--- src/rtl/stc_pkg.sv ---
`default_nettype none

package stc_pkg;

    localparam int COLUMN_BITS_DEF = 12;
    localparam int NUM_STOPS       = 6;
    localparam int STOP_BITS       = 12;
    localparam int INC_BITS        = 8;
    localparam int CNT_BITS        = 3;
    localparam int CHAR_BITS       = 8;
    localparam int LEAD_BITS       = 12;
    localparam int CFG_IDX_BITS    = 3;
    localparam int CFG_DATA_BITS   = 12;
    localparam int OUT_DATA_BITS   = 24;

    localparam logic [CFG_IDX_BITS-1:0] REG_STOP_COUNT    = 3'd0;
    localparam logic [CFG_IDX_BITS-1:0] REG_TAB_INCREMENT = 3'd1;
    localparam logic [CFG_IDX_BITS-1:0] REG_STOP_A        = 3'd2;
    localparam logic [CFG_IDX_BITS-1:0] REG_STOP_B        = 3'd3;
    localparam logic [CFG_IDX_BITS-1:0] REG_STOP_C        = 3'd4;
    localparam logic [CFG_IDX_BITS-1:0] REG_STOP_D        = 3'd5;
    localparam logic [CFG_IDX_BITS-1:0] REG_STOP_E        = 3'd6;
    localparam logic [CFG_IDX_BITS-1:0] REG_STOP_F        = 3'd7;

    localparam logic [CHAR_BITS-1:0] CH_NEWLINE = 8'd10;
    localparam logic [CHAR_BITS-1:0] CH_TAB     = 8'd9;
    localparam logic [CHAR_BITS-1:0] CH_BLANK   = 8'd32;

    localparam logic [INC_BITS-1:0] DEFAULT_INCREMENT = 8'd8;

    typedef struct packed {
        logic [CNT_BITS-1:0]                   stop_count;
        logic [INC_BITS-1:0]                   tab_increment;
        logic [NUM_STOPS-1:0][STOP_BITS-1:0]   stops;
    } cfg_t;

endpackage

`default_nettype wire

--- src/rtl/stc_cfg_regs.sv ---
`default_nettype none

module stc_cfg_regs
    import stc_pkg::*;
(
    input  wire logic                     clk,
    input  wire logic                     rst_n,
    input  wire logic                     wr_en,
    input  wire logic [CFG_IDX_BITS-1:0]  wr_index,
    input  wire logic [CFG_DATA_BITS-1:0] wr_data,
    output cfg_t                          cfg,
    output logic                          restart
);

    cfg_t cfg_reg;
    cfg_t cfg_next;
    logic restart_reg;

    always_comb
    begin
        cfg_next = cfg_reg;
        if (wr_en)
        begin
            unique case (wr_index)
                REG_STOP_COUNT:    cfg_next.stop_count    = wr_data[CNT_BITS-1:0];
                REG_TAB_INCREMENT: cfg_next.tab_increment = wr_data[INC_BITS-1:0];
                REG_STOP_A:        cfg_next.stops[0]      = wr_data[STOP_BITS-1:0];
                REG_STOP_B:        cfg_next.stops[1]      = wr_data[STOP_BITS-1:0];
                REG_STOP_C:        cfg_next.stops[2]      = wr_data[STOP_BITS-1:0];
                REG_STOP_D:        cfg_next.stops[3]      = wr_data[STOP_BITS-1:0];
                REG_STOP_E:        cfg_next.stops[4]      = wr_data[STOP_BITS-1:0];
                REG_STOP_F:        cfg_next.stops[5]      = wr_data[STOP_BITS-1:0];
                default:           cfg_next = cfg_reg;
            endcase
        end
    end

    always_ff @(posedge clk or negedge rst_n)
    begin
        if (!rst_n)
        begin
            cfg_reg.stop_count    <= '0;
            cfg_reg.tab_increment <= DEFAULT_INCREMENT;
            cfg_reg.stops         <= '0;
            restart_reg           <= 1'b0;
        end
        else
        begin
            cfg_reg     <= cfg_next;
            // every write restarts the line in the following cycle, with the new values
            restart_reg <= wr_en;
        end
    end

    assign cfg     = cfg_reg;
    assign restart = restart_reg;

endmodule

`default_nettype wire

--- src/rtl/stc_stop_search.sv ---
`default_nettype none

module stc_stop_search
    import stc_pkg::*;
#(
    parameter int COLUMN_BITS = COLUMN_BITS_DEF
)
(
    input  wire cfg_t                     cfg,
    input  wire logic [COLUMN_BITS-1:0]   from_col,
    input  wire logic [CNT_BITS-1:0]      start_index,
    output logic      [COLUMN_BITS-1:0]   stop_col,
    output logic      [CNT_BITS-1:0]      stop_index
);

    localparam int CMP_BITS = (COLUMN_BITS > STOP_BITS ? COLUMN_BITS : STOP_BITS) + 1;
    localparam logic [CMP_BITS-1:0] COL_MAX =
        {{(CMP_BITS-COLUMN_BITS){1'b0}}, {COLUMN_BITS{1'b1}}};

    logic [CNT_BITS-1:0]  cnt_eff;
    logic [INC_BITS-1:0]  inc_eff;
    logic [NUM_STOPS-1:0] hit;
    logic                 found;
    logic [STOP_BITS-1:0] pick;
    logic [CNT_BITS-1:0]  pick_index;
    logic [CMP_BITS-1:0]  cand;

    assign cnt_eff = (cfg.stop_count > CNT_BITS'(NUM_STOPS)) ? CNT_BITS'(NUM_STOPS)
                                                             : cfg.stop_count;
    assign inc_eff = (cfg.tab_increment == '0) ? INC_BITS'(1) : cfg.tab_increment;

    // entries at or below from_col are skipped
    always_comb
    begin
        for (int i = 0; i < NUM_STOPS; i++)
        begin
            hit[i] = (CNT_BITS'(i) >= start_index) && (CNT_BITS'(i) < cnt_eff) &&
                     (CMP_BITS'(cfg.stops[i]) > CMP_BITS'(from_col));
        end
    end

    // lowest hit wins
    always_comb
    begin
        found      = 1'b0;
        pick       = '0;
        pick_index = cnt_eff;
        for (int i = NUM_STOPS - 1; i >= 0; i--)
        begin
            if (hit[i])
            begin
                found      = 1'b1;
                pick       = cfg.stops[i];
                pick_index = CNT_BITS'(i);
            end
        end
    end

    assign cand = found ? CMP_BITS'(pick) : CMP_BITS'(from_col) + CMP_BITS'(inc_eff);

    assign stop_col   = (cand > COL_MAX) ? {COLUMN_BITS{1'b1}} : cand[COLUMN_BITS-1:0];
    assign stop_index = pick_index;

endmodule

`default_nettype wire

--- src/rtl/stc_core.sv ---
`default_nettype none

module stc_core
    import stc_pkg::*;
#(
    parameter int COLUMN_BITS = COLUMN_BITS_DEF
)
(
    input  wire logic                     clk,
    input  wire logic                     rst_n,
    input  wire cfg_t                     cfg,
    input  wire logic                     restart,
    input  wire logic                     consume,
    input  wire logic [CHAR_BITS-1:0]     in_char,
    output logic                          out_valid,
    input  wire logic                     out_ready,
    output logic      [OUT_DATA_BITS-1:0] out_data
);

    localparam logic [COLUMN_BITS-1:0] COL_MAX = {COLUMN_BITS{1'b1}};

    logic [COLUMN_BITS-1:0] column_reg,     column_next;
    logic [COLUMN_BITS-1:0] printed_reg,    printed_next;
    logic [COLUMN_BITS-1:0] next_stop_reg,  next_stop_next;
    logic [CNT_BITS-1:0]    stop_index_reg, stop_index_next;
    logic                   out_valid_reg,  out_valid_next;
    logic [LEAD_BITS-1:0]   lead_reg,       lead_next;
    logic [CHAR_BITS-1:0]   char_reg,       char_next;

    logic                   line_restart;
    logic                   emit;
    logic [COLUMN_BITS-1:0] col_inc;
    logic [COLUMN_BITS-1:0] search_from;
    logic [CNT_BITS-1:0]    search_start;
    logic [COLUMN_BITS-1:0] found_stop;
    logic [CNT_BITS-1:0]    found_index;

    assign line_restart = restart || (consume && (in_char == CH_NEWLINE));
    assign search_from  = line_restart ? '0 : next_stop_reg;
    assign search_start = line_restart ? '0 : stop_index_reg;
    assign col_inc      = (column_reg == COL_MAX) ? column_reg
                                                  : column_reg + COLUMN_BITS'(1);

    stc_stop_search #(
        .COLUMN_BITS (COLUMN_BITS)
    ) u_search (
        .cfg         (cfg),
        .from_col    (search_from),
        .start_index (search_start),
        .stop_col    (found_stop),
        .stop_index  (found_index)
    );

    always_comb
    begin
        column_next     = column_reg;
        printed_next    = printed_reg;
        next_stop_next  = next_stop_reg;
        stop_index_next = stop_index_reg;
        lead_next       = lead_reg;
        char_next       = char_reg;
        emit            = 1'b0;

        if (line_restart)
        begin
            column_next     = '0;
            printed_next    = '0;
            next_stop_next  = found_stop;
            stop_index_next = found_index;
            if (!restart)
            begin
                emit      = 1'b1;
                lead_next = '0;
                char_next = CH_NEWLINE;
            end
        end
        else if (consume)
        begin
            priority if (in_char == CH_TAB)
            begin
                column_next     = next_stop_reg;
                printed_next    = next_stop_reg;
                next_stop_next  = found_stop;
                stop_index_next = found_index;
                emit            = 1'b1;
                lead_next       = '0;
                char_next       = CH_TAB;
            end
            else if (in_char == CH_BLANK)
            begin
                column_next = col_inc;
                // blank landing on the stop swallows the pending blanks
                if (col_inc == next_stop_reg)
                begin
                    printed_next    = next_stop_reg;
                    next_stop_next  = found_stop;
                    stop_index_next = found_index;
                    emit            = 1'b1;
                    lead_next       = '0;
                    char_next       = CH_TAB;
                end
            end
            else
            begin
                emit         = 1'b1;
                lead_next    = LEAD_BITS'(column_reg - printed_reg);
                char_next    = in_char;
                column_next  = col_inc;
                printed_next = col_inc;
                if (col_inc >= next_stop_reg)
                begin
                    next_stop_next  = found_stop;
                    stop_index_next = found_index;
                end
            end
        end
    end

    assign out_valid_next = emit ? 1'b1 : (out_ready ? 1'b0 : out_valid_reg);

    always_ff @(posedge clk or negedge rst_n)
    begin
        if (!rst_n)
        begin
            column_reg     <= '0;
            printed_reg    <= '0;
            next_stop_reg  <= COLUMN_BITS'(DEFAULT_INCREMENT);
            stop_index_reg <= '0;
            out_valid_reg  <= 1'b0;
        end
        else
        begin
            column_reg     <= column_next;
            printed_reg    <= printed_next;
            next_stop_reg  <= next_stop_next;
            stop_index_reg <= stop_index_next;
            out_valid_reg  <= out_valid_next;
        end
    end

    always_ff @(posedge clk)
    begin
        lead_reg <= lead_next;
        char_reg <= char_next;
    end

    assign out_valid = out_valid_reg;
    assign out_data  = {{(OUT_DATA_BITS-LEAD_BITS-CHAR_BITS){1'b0}}, char_reg, lead_reg};

endmodule

`default_nettype wire

--- src/rtl/space_to_tab_converter.sv ---
// Channel   Direction  Handshake                     Payload
// s_axis    in         s_axis_tvalid/s_axis_tready   tdata[7:0] in_char
// m_axis    out        m_axis_tvalid/m_axis_tready   tdata[11:0] lead_spaces, [19:12] out_char
// cfg       in         cfg_valid/cfg_ready           cfg_index, cfg_data
//
// One byte per cycle sustained; each byte passes the input register, then its result is registered.
// The cycle time is set by the stop search: six parallel compares, a priority pick
// and one add with saturation ahead of the line state registers.
// Reset clears the line state and loads the register defaults (tab every 8 columns).
// A register write holds byte processing while the line restarts.
// m_axis_tready low stalls processing while a result is held; one byte still waits in the input register.
`default_nettype none

module space_to_tab_converter
    import stc_pkg::*;
#(
    parameter int COLUMN_BITS = COLUMN_BITS_DEF
)
(
    input  wire logic                     clk,
    input  wire logic                     rst_n,
    input  wire logic                     s_axis_tvalid,
    output logic                          s_axis_tready,
    input  wire logic [CHAR_BITS-1:0]     s_axis_tdata,   // [7:0] in_char
    output logic                          m_axis_tvalid,
    input  wire logic                     m_axis_tready,
    output logic      [OUT_DATA_BITS-1:0] m_axis_tdata,   // [11:0] lead_spaces, [19:12] out_char
    input  wire logic                     cfg_valid,
    output logic                          cfg_ready,
    input  wire logic [CFG_IDX_BITS-1:0]  cfg_index,
    input  wire logic [CFG_DATA_BITS-1:0] cfg_data
);

    logic                 in_valid_reg, in_valid_next;
    logic [CHAR_BITS-1:0] in_char_reg;
    logic                 consume;
    logic                 restart;
    cfg_t                 cfg;

    assign cfg_ready = 1'b1;

    stc_cfg_regs u_cfg (
        .clk      (clk),
        .rst_n    (rst_n),
        .wr_en    (cfg_valid && cfg_ready),
        .wr_index (cfg_index),
        .wr_data  (cfg_data),
        .cfg      (cfg),
        .restart  (restart)
    );

    // advance the held byte when the result register is free or draining and the line is not restarting
    assign consume       = in_valid_reg && !restart && (!m_axis_tvalid || m_axis_tready);
    assign s_axis_tready = !in_valid_reg || consume;
    assign in_valid_next = (s_axis_tvalid && s_axis_tready) ? 1'b1
                                                            : (consume ? 1'b0 : in_valid_reg);

    always_ff @(posedge clk or negedge rst_n)
    begin
        if (!rst_n)
        begin
            in_valid_reg <= 1'b0;
        end
        else
        begin
            in_valid_reg <= in_valid_next;
        end
    end

    always_ff @(posedge clk)
    begin
        if (s_axis_tvalid && s_axis_tready)
        begin
            in_char_reg <= s_axis_tdata;
        end
    end

    stc_core #(
        .COLUMN_BITS (COLUMN_BITS)
    ) u_core (
        .clk       (clk),
        .rst_n     (rst_n),
        .cfg       (cfg),
        .restart   (restart),
        .consume   (consume),
        .in_char   (in_char_reg),
        .out_valid (m_axis_tvalid),
        .out_ready (m_axis_tready),
        .out_data  (m_axis_tdata)
    );

`ifndef ASSERT_OFF
    a_restart_blocks: assert property (@(posedge clk) disable iff (!rst_n)
        restart |-> !consume)
        else $error("byte consumed during line restart");

    a_cfg_restart: assert property (@(posedge clk) disable iff (!rst_n)
        (cfg_valid && cfg_ready) |=> restart)
        else $error("register write did not restart the line");

    a_newline_result: assert property (@(posedge clk) disable iff (!rst_n)
        (consume && (in_char_reg == CH_NEWLINE)) |=>
        (m_axis_tvalid && (m_axis_tdata[LEAD_BITS +: CHAR_BITS] == CH_NEWLINE) &&
         (m_axis_tdata[LEAD_BITS-1:0] == '0)))
        else $error("newline request gave no newline result");

    a_ordinary_result: assert property (@(posedge clk) disable iff (!rst_n)
        (consume && (in_char_reg != CH_BLANK)) |=> m_axis_tvalid)
        else $error("non-blank request gave no result");
`endif

endmodule

`default_nettype wire

--- config.mk ---
export PLATFORM = sky130hd
export DESIGN_NAME = space_to_tab_converter
export DESIGN_NICKNAME = d
export VERILOG_FILES = /design/src/rtl/stc_pkg.sv /design/src/rtl/stc_cfg_regs.sv /design/src/rtl/stc_stop_search.sv /design/src/rtl/stc_core.sv /design/src/rtl/space_to_tab_converter.sv
export SDC_FILE = /design/constraint.sdc
export NUM_CORES = 1
export LEC_CHECK = 0
export BUFFER_PORTS_ARGS = -buffer_cell sky130_fd_sc_hd__buf_2
export CORE_UTILIZATION = 45
export DETAILED_ROUTE_END_ITERATION = 8
export PLACE_DENSITY = 0.58
export SYNTH_ARGS = -nofsm -noshare
export SYNTH_HDL_FRONTEND = slang
export SYNTH_HIERARCHICAL = 1
export SYNTH_SLANG_ARGS = --single-unit
export TNS_END_PERCENT = 30
--- constraint.sdc ---
create_clock -name clk -period 4.94 [get_ports clk]
set_clock_uncertainty 0.15 [all_clocks]
set_input_delay 1.235 -clock clk [delete_from_list [all_inputs] [get_ports clk]]
set_output_delay 1.235 -clock clk [all_outputs]
set_load 0.1 [all_outputs]
==> reports/metrics.yaml <==
pwr:
  vdd_ir_drop_max_uv: 261
  power.density_nw_per_um2: 509
  total_power_mw: 6.04
  p_leak_nw: 5.15
grt:
  overflow: 0
  grt_first_pass_wirelength_um: 46200
  antenna_found_initial: 0
  grt_max_degree: 69
  grtUsageTotal_pct: 25.7
  grt_pass1_vias: 8013
floorplan:
  io_pins: 55
  die_area_sq_um: 23500
  start_util_pct: 45.7
  rows: 55
  core-area_sq_um: 22600
  die_h_um: 153
  fp.dieW_um: 153
detailed_routing:
  dr.pass1.iters: 5
  num_vias: 8077
  drc: 0
  totalWireLength_um: 28700
  vias_per_cell: 5.82
  routedWlPerCell_um: 20.7
  dr.first_iter.drc_count: 536
  ant_nets: 0
synth:
  synth_edf_count: 28
  synth_xor_area_share_pct: 1.27
  synthSimpleGateAreaFrac_pct: 13.3
  synth_top_family_by_area: "compound AO/OA/AOI/OAI gates"
  syn_inst: 987
  seq_area_frac_synth_pct: 38.5
  synth.area.top_cells: "dfrtp_1 30%, ha_1 13%, edfxtp_1 8.1%, mux2_2 7.4%, mux2_4 4.4%"
  synthFlopType: "dfrtp_1"
  synthAdderAreaFrac_pct: 13.0
  ys_warn_count: 6
  synth_mux_area_share_pct: 13.4
  ys_ff_latch: 153
  yosysTopAreaCell: "dfrtp_1"
  async_flop_share_pct: 81.7
  synth_compound_area_share_pct: 16.5
  syn_area_sq_um: 10300
  synth_cell_types: 79
  yosysTopAreaCellShare_pct: 29.8
  syn-mean-instance-area_sq_um: 10.5
clock_network:
  ctsHtreeMaxLevel: 4
  clockRootBuffer: "clkbuf_16"
  cts_buffers: 17
  cts_setup_buffers: 0
  clock_sinks: 153
  cts_tree: "built"
  clk_pin_slew_worst_paths_ns: 0.07
  cts_buffer_depth: 2
  insertion_delay_ns: 0.43
setup_path:
  r2r_start: "in_char_reg[1]$_DFFE_PP_"
  start_kind: "input port"
  rr_worst_depth: 14
  r2r_slack_ns: 0.43
  critPathMaxFanout: 14
  cp_data_arrival_time_ns: 4.94
  r2r-end: "u_core/next_stop_reg[11]$_DFFE_PN0P_"
  startpoint: "m_axis_tready"
  end_kind: "register"
  worst_ep_required_time_ns: 5.10
  crit_type: "in -> reg"
sta:
  slew_headroom_pct: 30.0
  hold_violations: 0
  period_minus_slack_ns: 4.78
  fmax_ghz: 0.209
  rsz0062_at_grt: "no"
  holdWs_ns: 0.327
  period_share_pct: 96.8
  drv_slew: 0
  worstMarginPinSlew_ns: 1.05
  setup_viol: 0
placement:
  dpl_cell_area_sq_um: 11300
  place_congestion: 0.938
  dp_hpwl_um: 22300
  dp_cells: 1355
  port_buffers: 49
layout:
  regArea_sq_um: 3970
  final_nets: 1223
  n_antenna_cell: 0
  area_growth_pct: 14.9
  design_area_sq_um: 11900
  nFillCells: 2049
  post-route-util_pct: 52.5
  largest_register_ffs: 83
  finalNonFillerCells: 1387
  multiInputGateArea_sq_um: 5980
  drive_gt1_share_pct: 26.1
min_path:
  hold_path_class: "reg -> reg"
  hold_path_depth: 2
  hold_path_end: "u_core/printed_reg[2]$_DFFE_PN0P_"
  worst_hold_startpoint: "u_core/printed_reg[2]$_DFFE_PN0P_"
outcome:
  status: "completed"
job:
  drv_cap: 0
[cells in the mapped netlist, types with 10 or more instances]
cell	number
a21oi_1	59
edfxtp_1	28
inv_1	48
mux2_2	68
nand2_1	58
ha_1	104
buf_2	13
o21ai_0	63
nor3_1	16
nor2_1	66
o211ai_1	10
o21a_1	14
nand4_1	25
dfrtp_1	123
clkbuf_1	14
nand3_1	14
nor2b_1	15
mux2_4	30
mux2i_1	17
[per-layer routing]
metal | up-vias | wire (um) | share of wire [%] | GRT usage [%]
met2 | 172 | 14400 | 50 | 44.8
met5 | - | 0 | 0 | 0
met4 | 0 | 814 | 2.8 | 8.95
met1 | 3966 | 12700 | 44 | 32.8
li1 | 3892 | - | - | -
met3 | 47 | 883 | 3.1 | 3.32
[timing repair]
action	in CTS	in global routing
gates resized for setup	0	4
setup endpoints to repair	0	7
endpoints found under the hold margin	0	0
hold buffers	0	0
[report_power, final]
part / internal (mW) / total (mW) / switching, mW
logic: 1.32 / 2.88 / 1.57
clock network: 0.754 / 1.34 / 0.590
registers: 1.54 / 1.81 / 0.268
[placed cells by master (no fill, tap or decap), types with 25 or more instances in the layout]
cell type  netlist  layout
edfxtp_1        28      28
nand2_1         58      58
inv_1           48      48
a21oi_1         59      59
ha_1           104     104
buf_2           13      48
mux2_2          68      68
nand4_1         25      25
dfrtp_1        123     123
buf_4            6      70
o21ai_0         63      62
mux2_4          30      30
nor2_1          66      64
[critical path: stages]
cell	delay [ns]
buf_2	0.11
nor2b_1	0.16
nor3b_2	0.07
a31o_2	0.33
nor2_1	0.24
inv_1	0.21
ha_1	0.33
and2_1	0.18
a221o_1	0.36
nor3b_1	0.36
nor2_2	0.18
buf_4	0.20
a221oi_1	0.35
o21a_1	0.22
o22ai_1	0.11
mux2_2	0.27
[cells by family (layout without fill, tap and decap cells)]
group / count (synthesis) / count (layout)
xor+xnor: 15 / 15
other cells: 2 / 5
compound gates: 250 / 250
mux: 115 / 115
flops: 153 / 153
buf+inv: 87 / 199
fa+ha+maj: 106 / 106
simple gates: 259 / 259
[per-stage QoR]
stage / setup WS (ns) / TNS, ns
after floorplan: 0.0137 / 0
after global placement: -0.258 / -1.79
after detailed placement: -0.249 / -1.80
after CTS: 0.196 / 0
after global routing: 0.0221 / 0
final: 0.157 / 0
[final cells by class]
type                       instances  area share [%]
tap                              285            3.01
clock buffer                      17            3.59
timing repair buffer             119            6.63
sequential                       153            33.5
inverter                          48            1.52
clock inverter                    15            1.35
multi-input combinational        750            50.4
[worst max path at each step]
stage	end	slack (ns)	depth (start not counted)
after global placement	u_core/next_stop_reg[11]$_DFFE_PN0P_	-0.26	17
after floorplan	u_core/next_stop_reg[10]$_DFFE_PN0P_	0.01	17
final	u_core/next_stop_reg[11]$_DFFE_PN0P_	0.16	16
after global routing	u_core/next_stop_reg[11]$_DFFE_PN0P_	0.02	16
after detailed placement	u_core/next_stop_reg[7]$_DFFE_PN0P_	-0.25	18
after CTS	u_core/next_stop_reg[11]$_DFFE_PN0P_	0.20	17
Note: power is estimated with default switching activity, not from simulation.
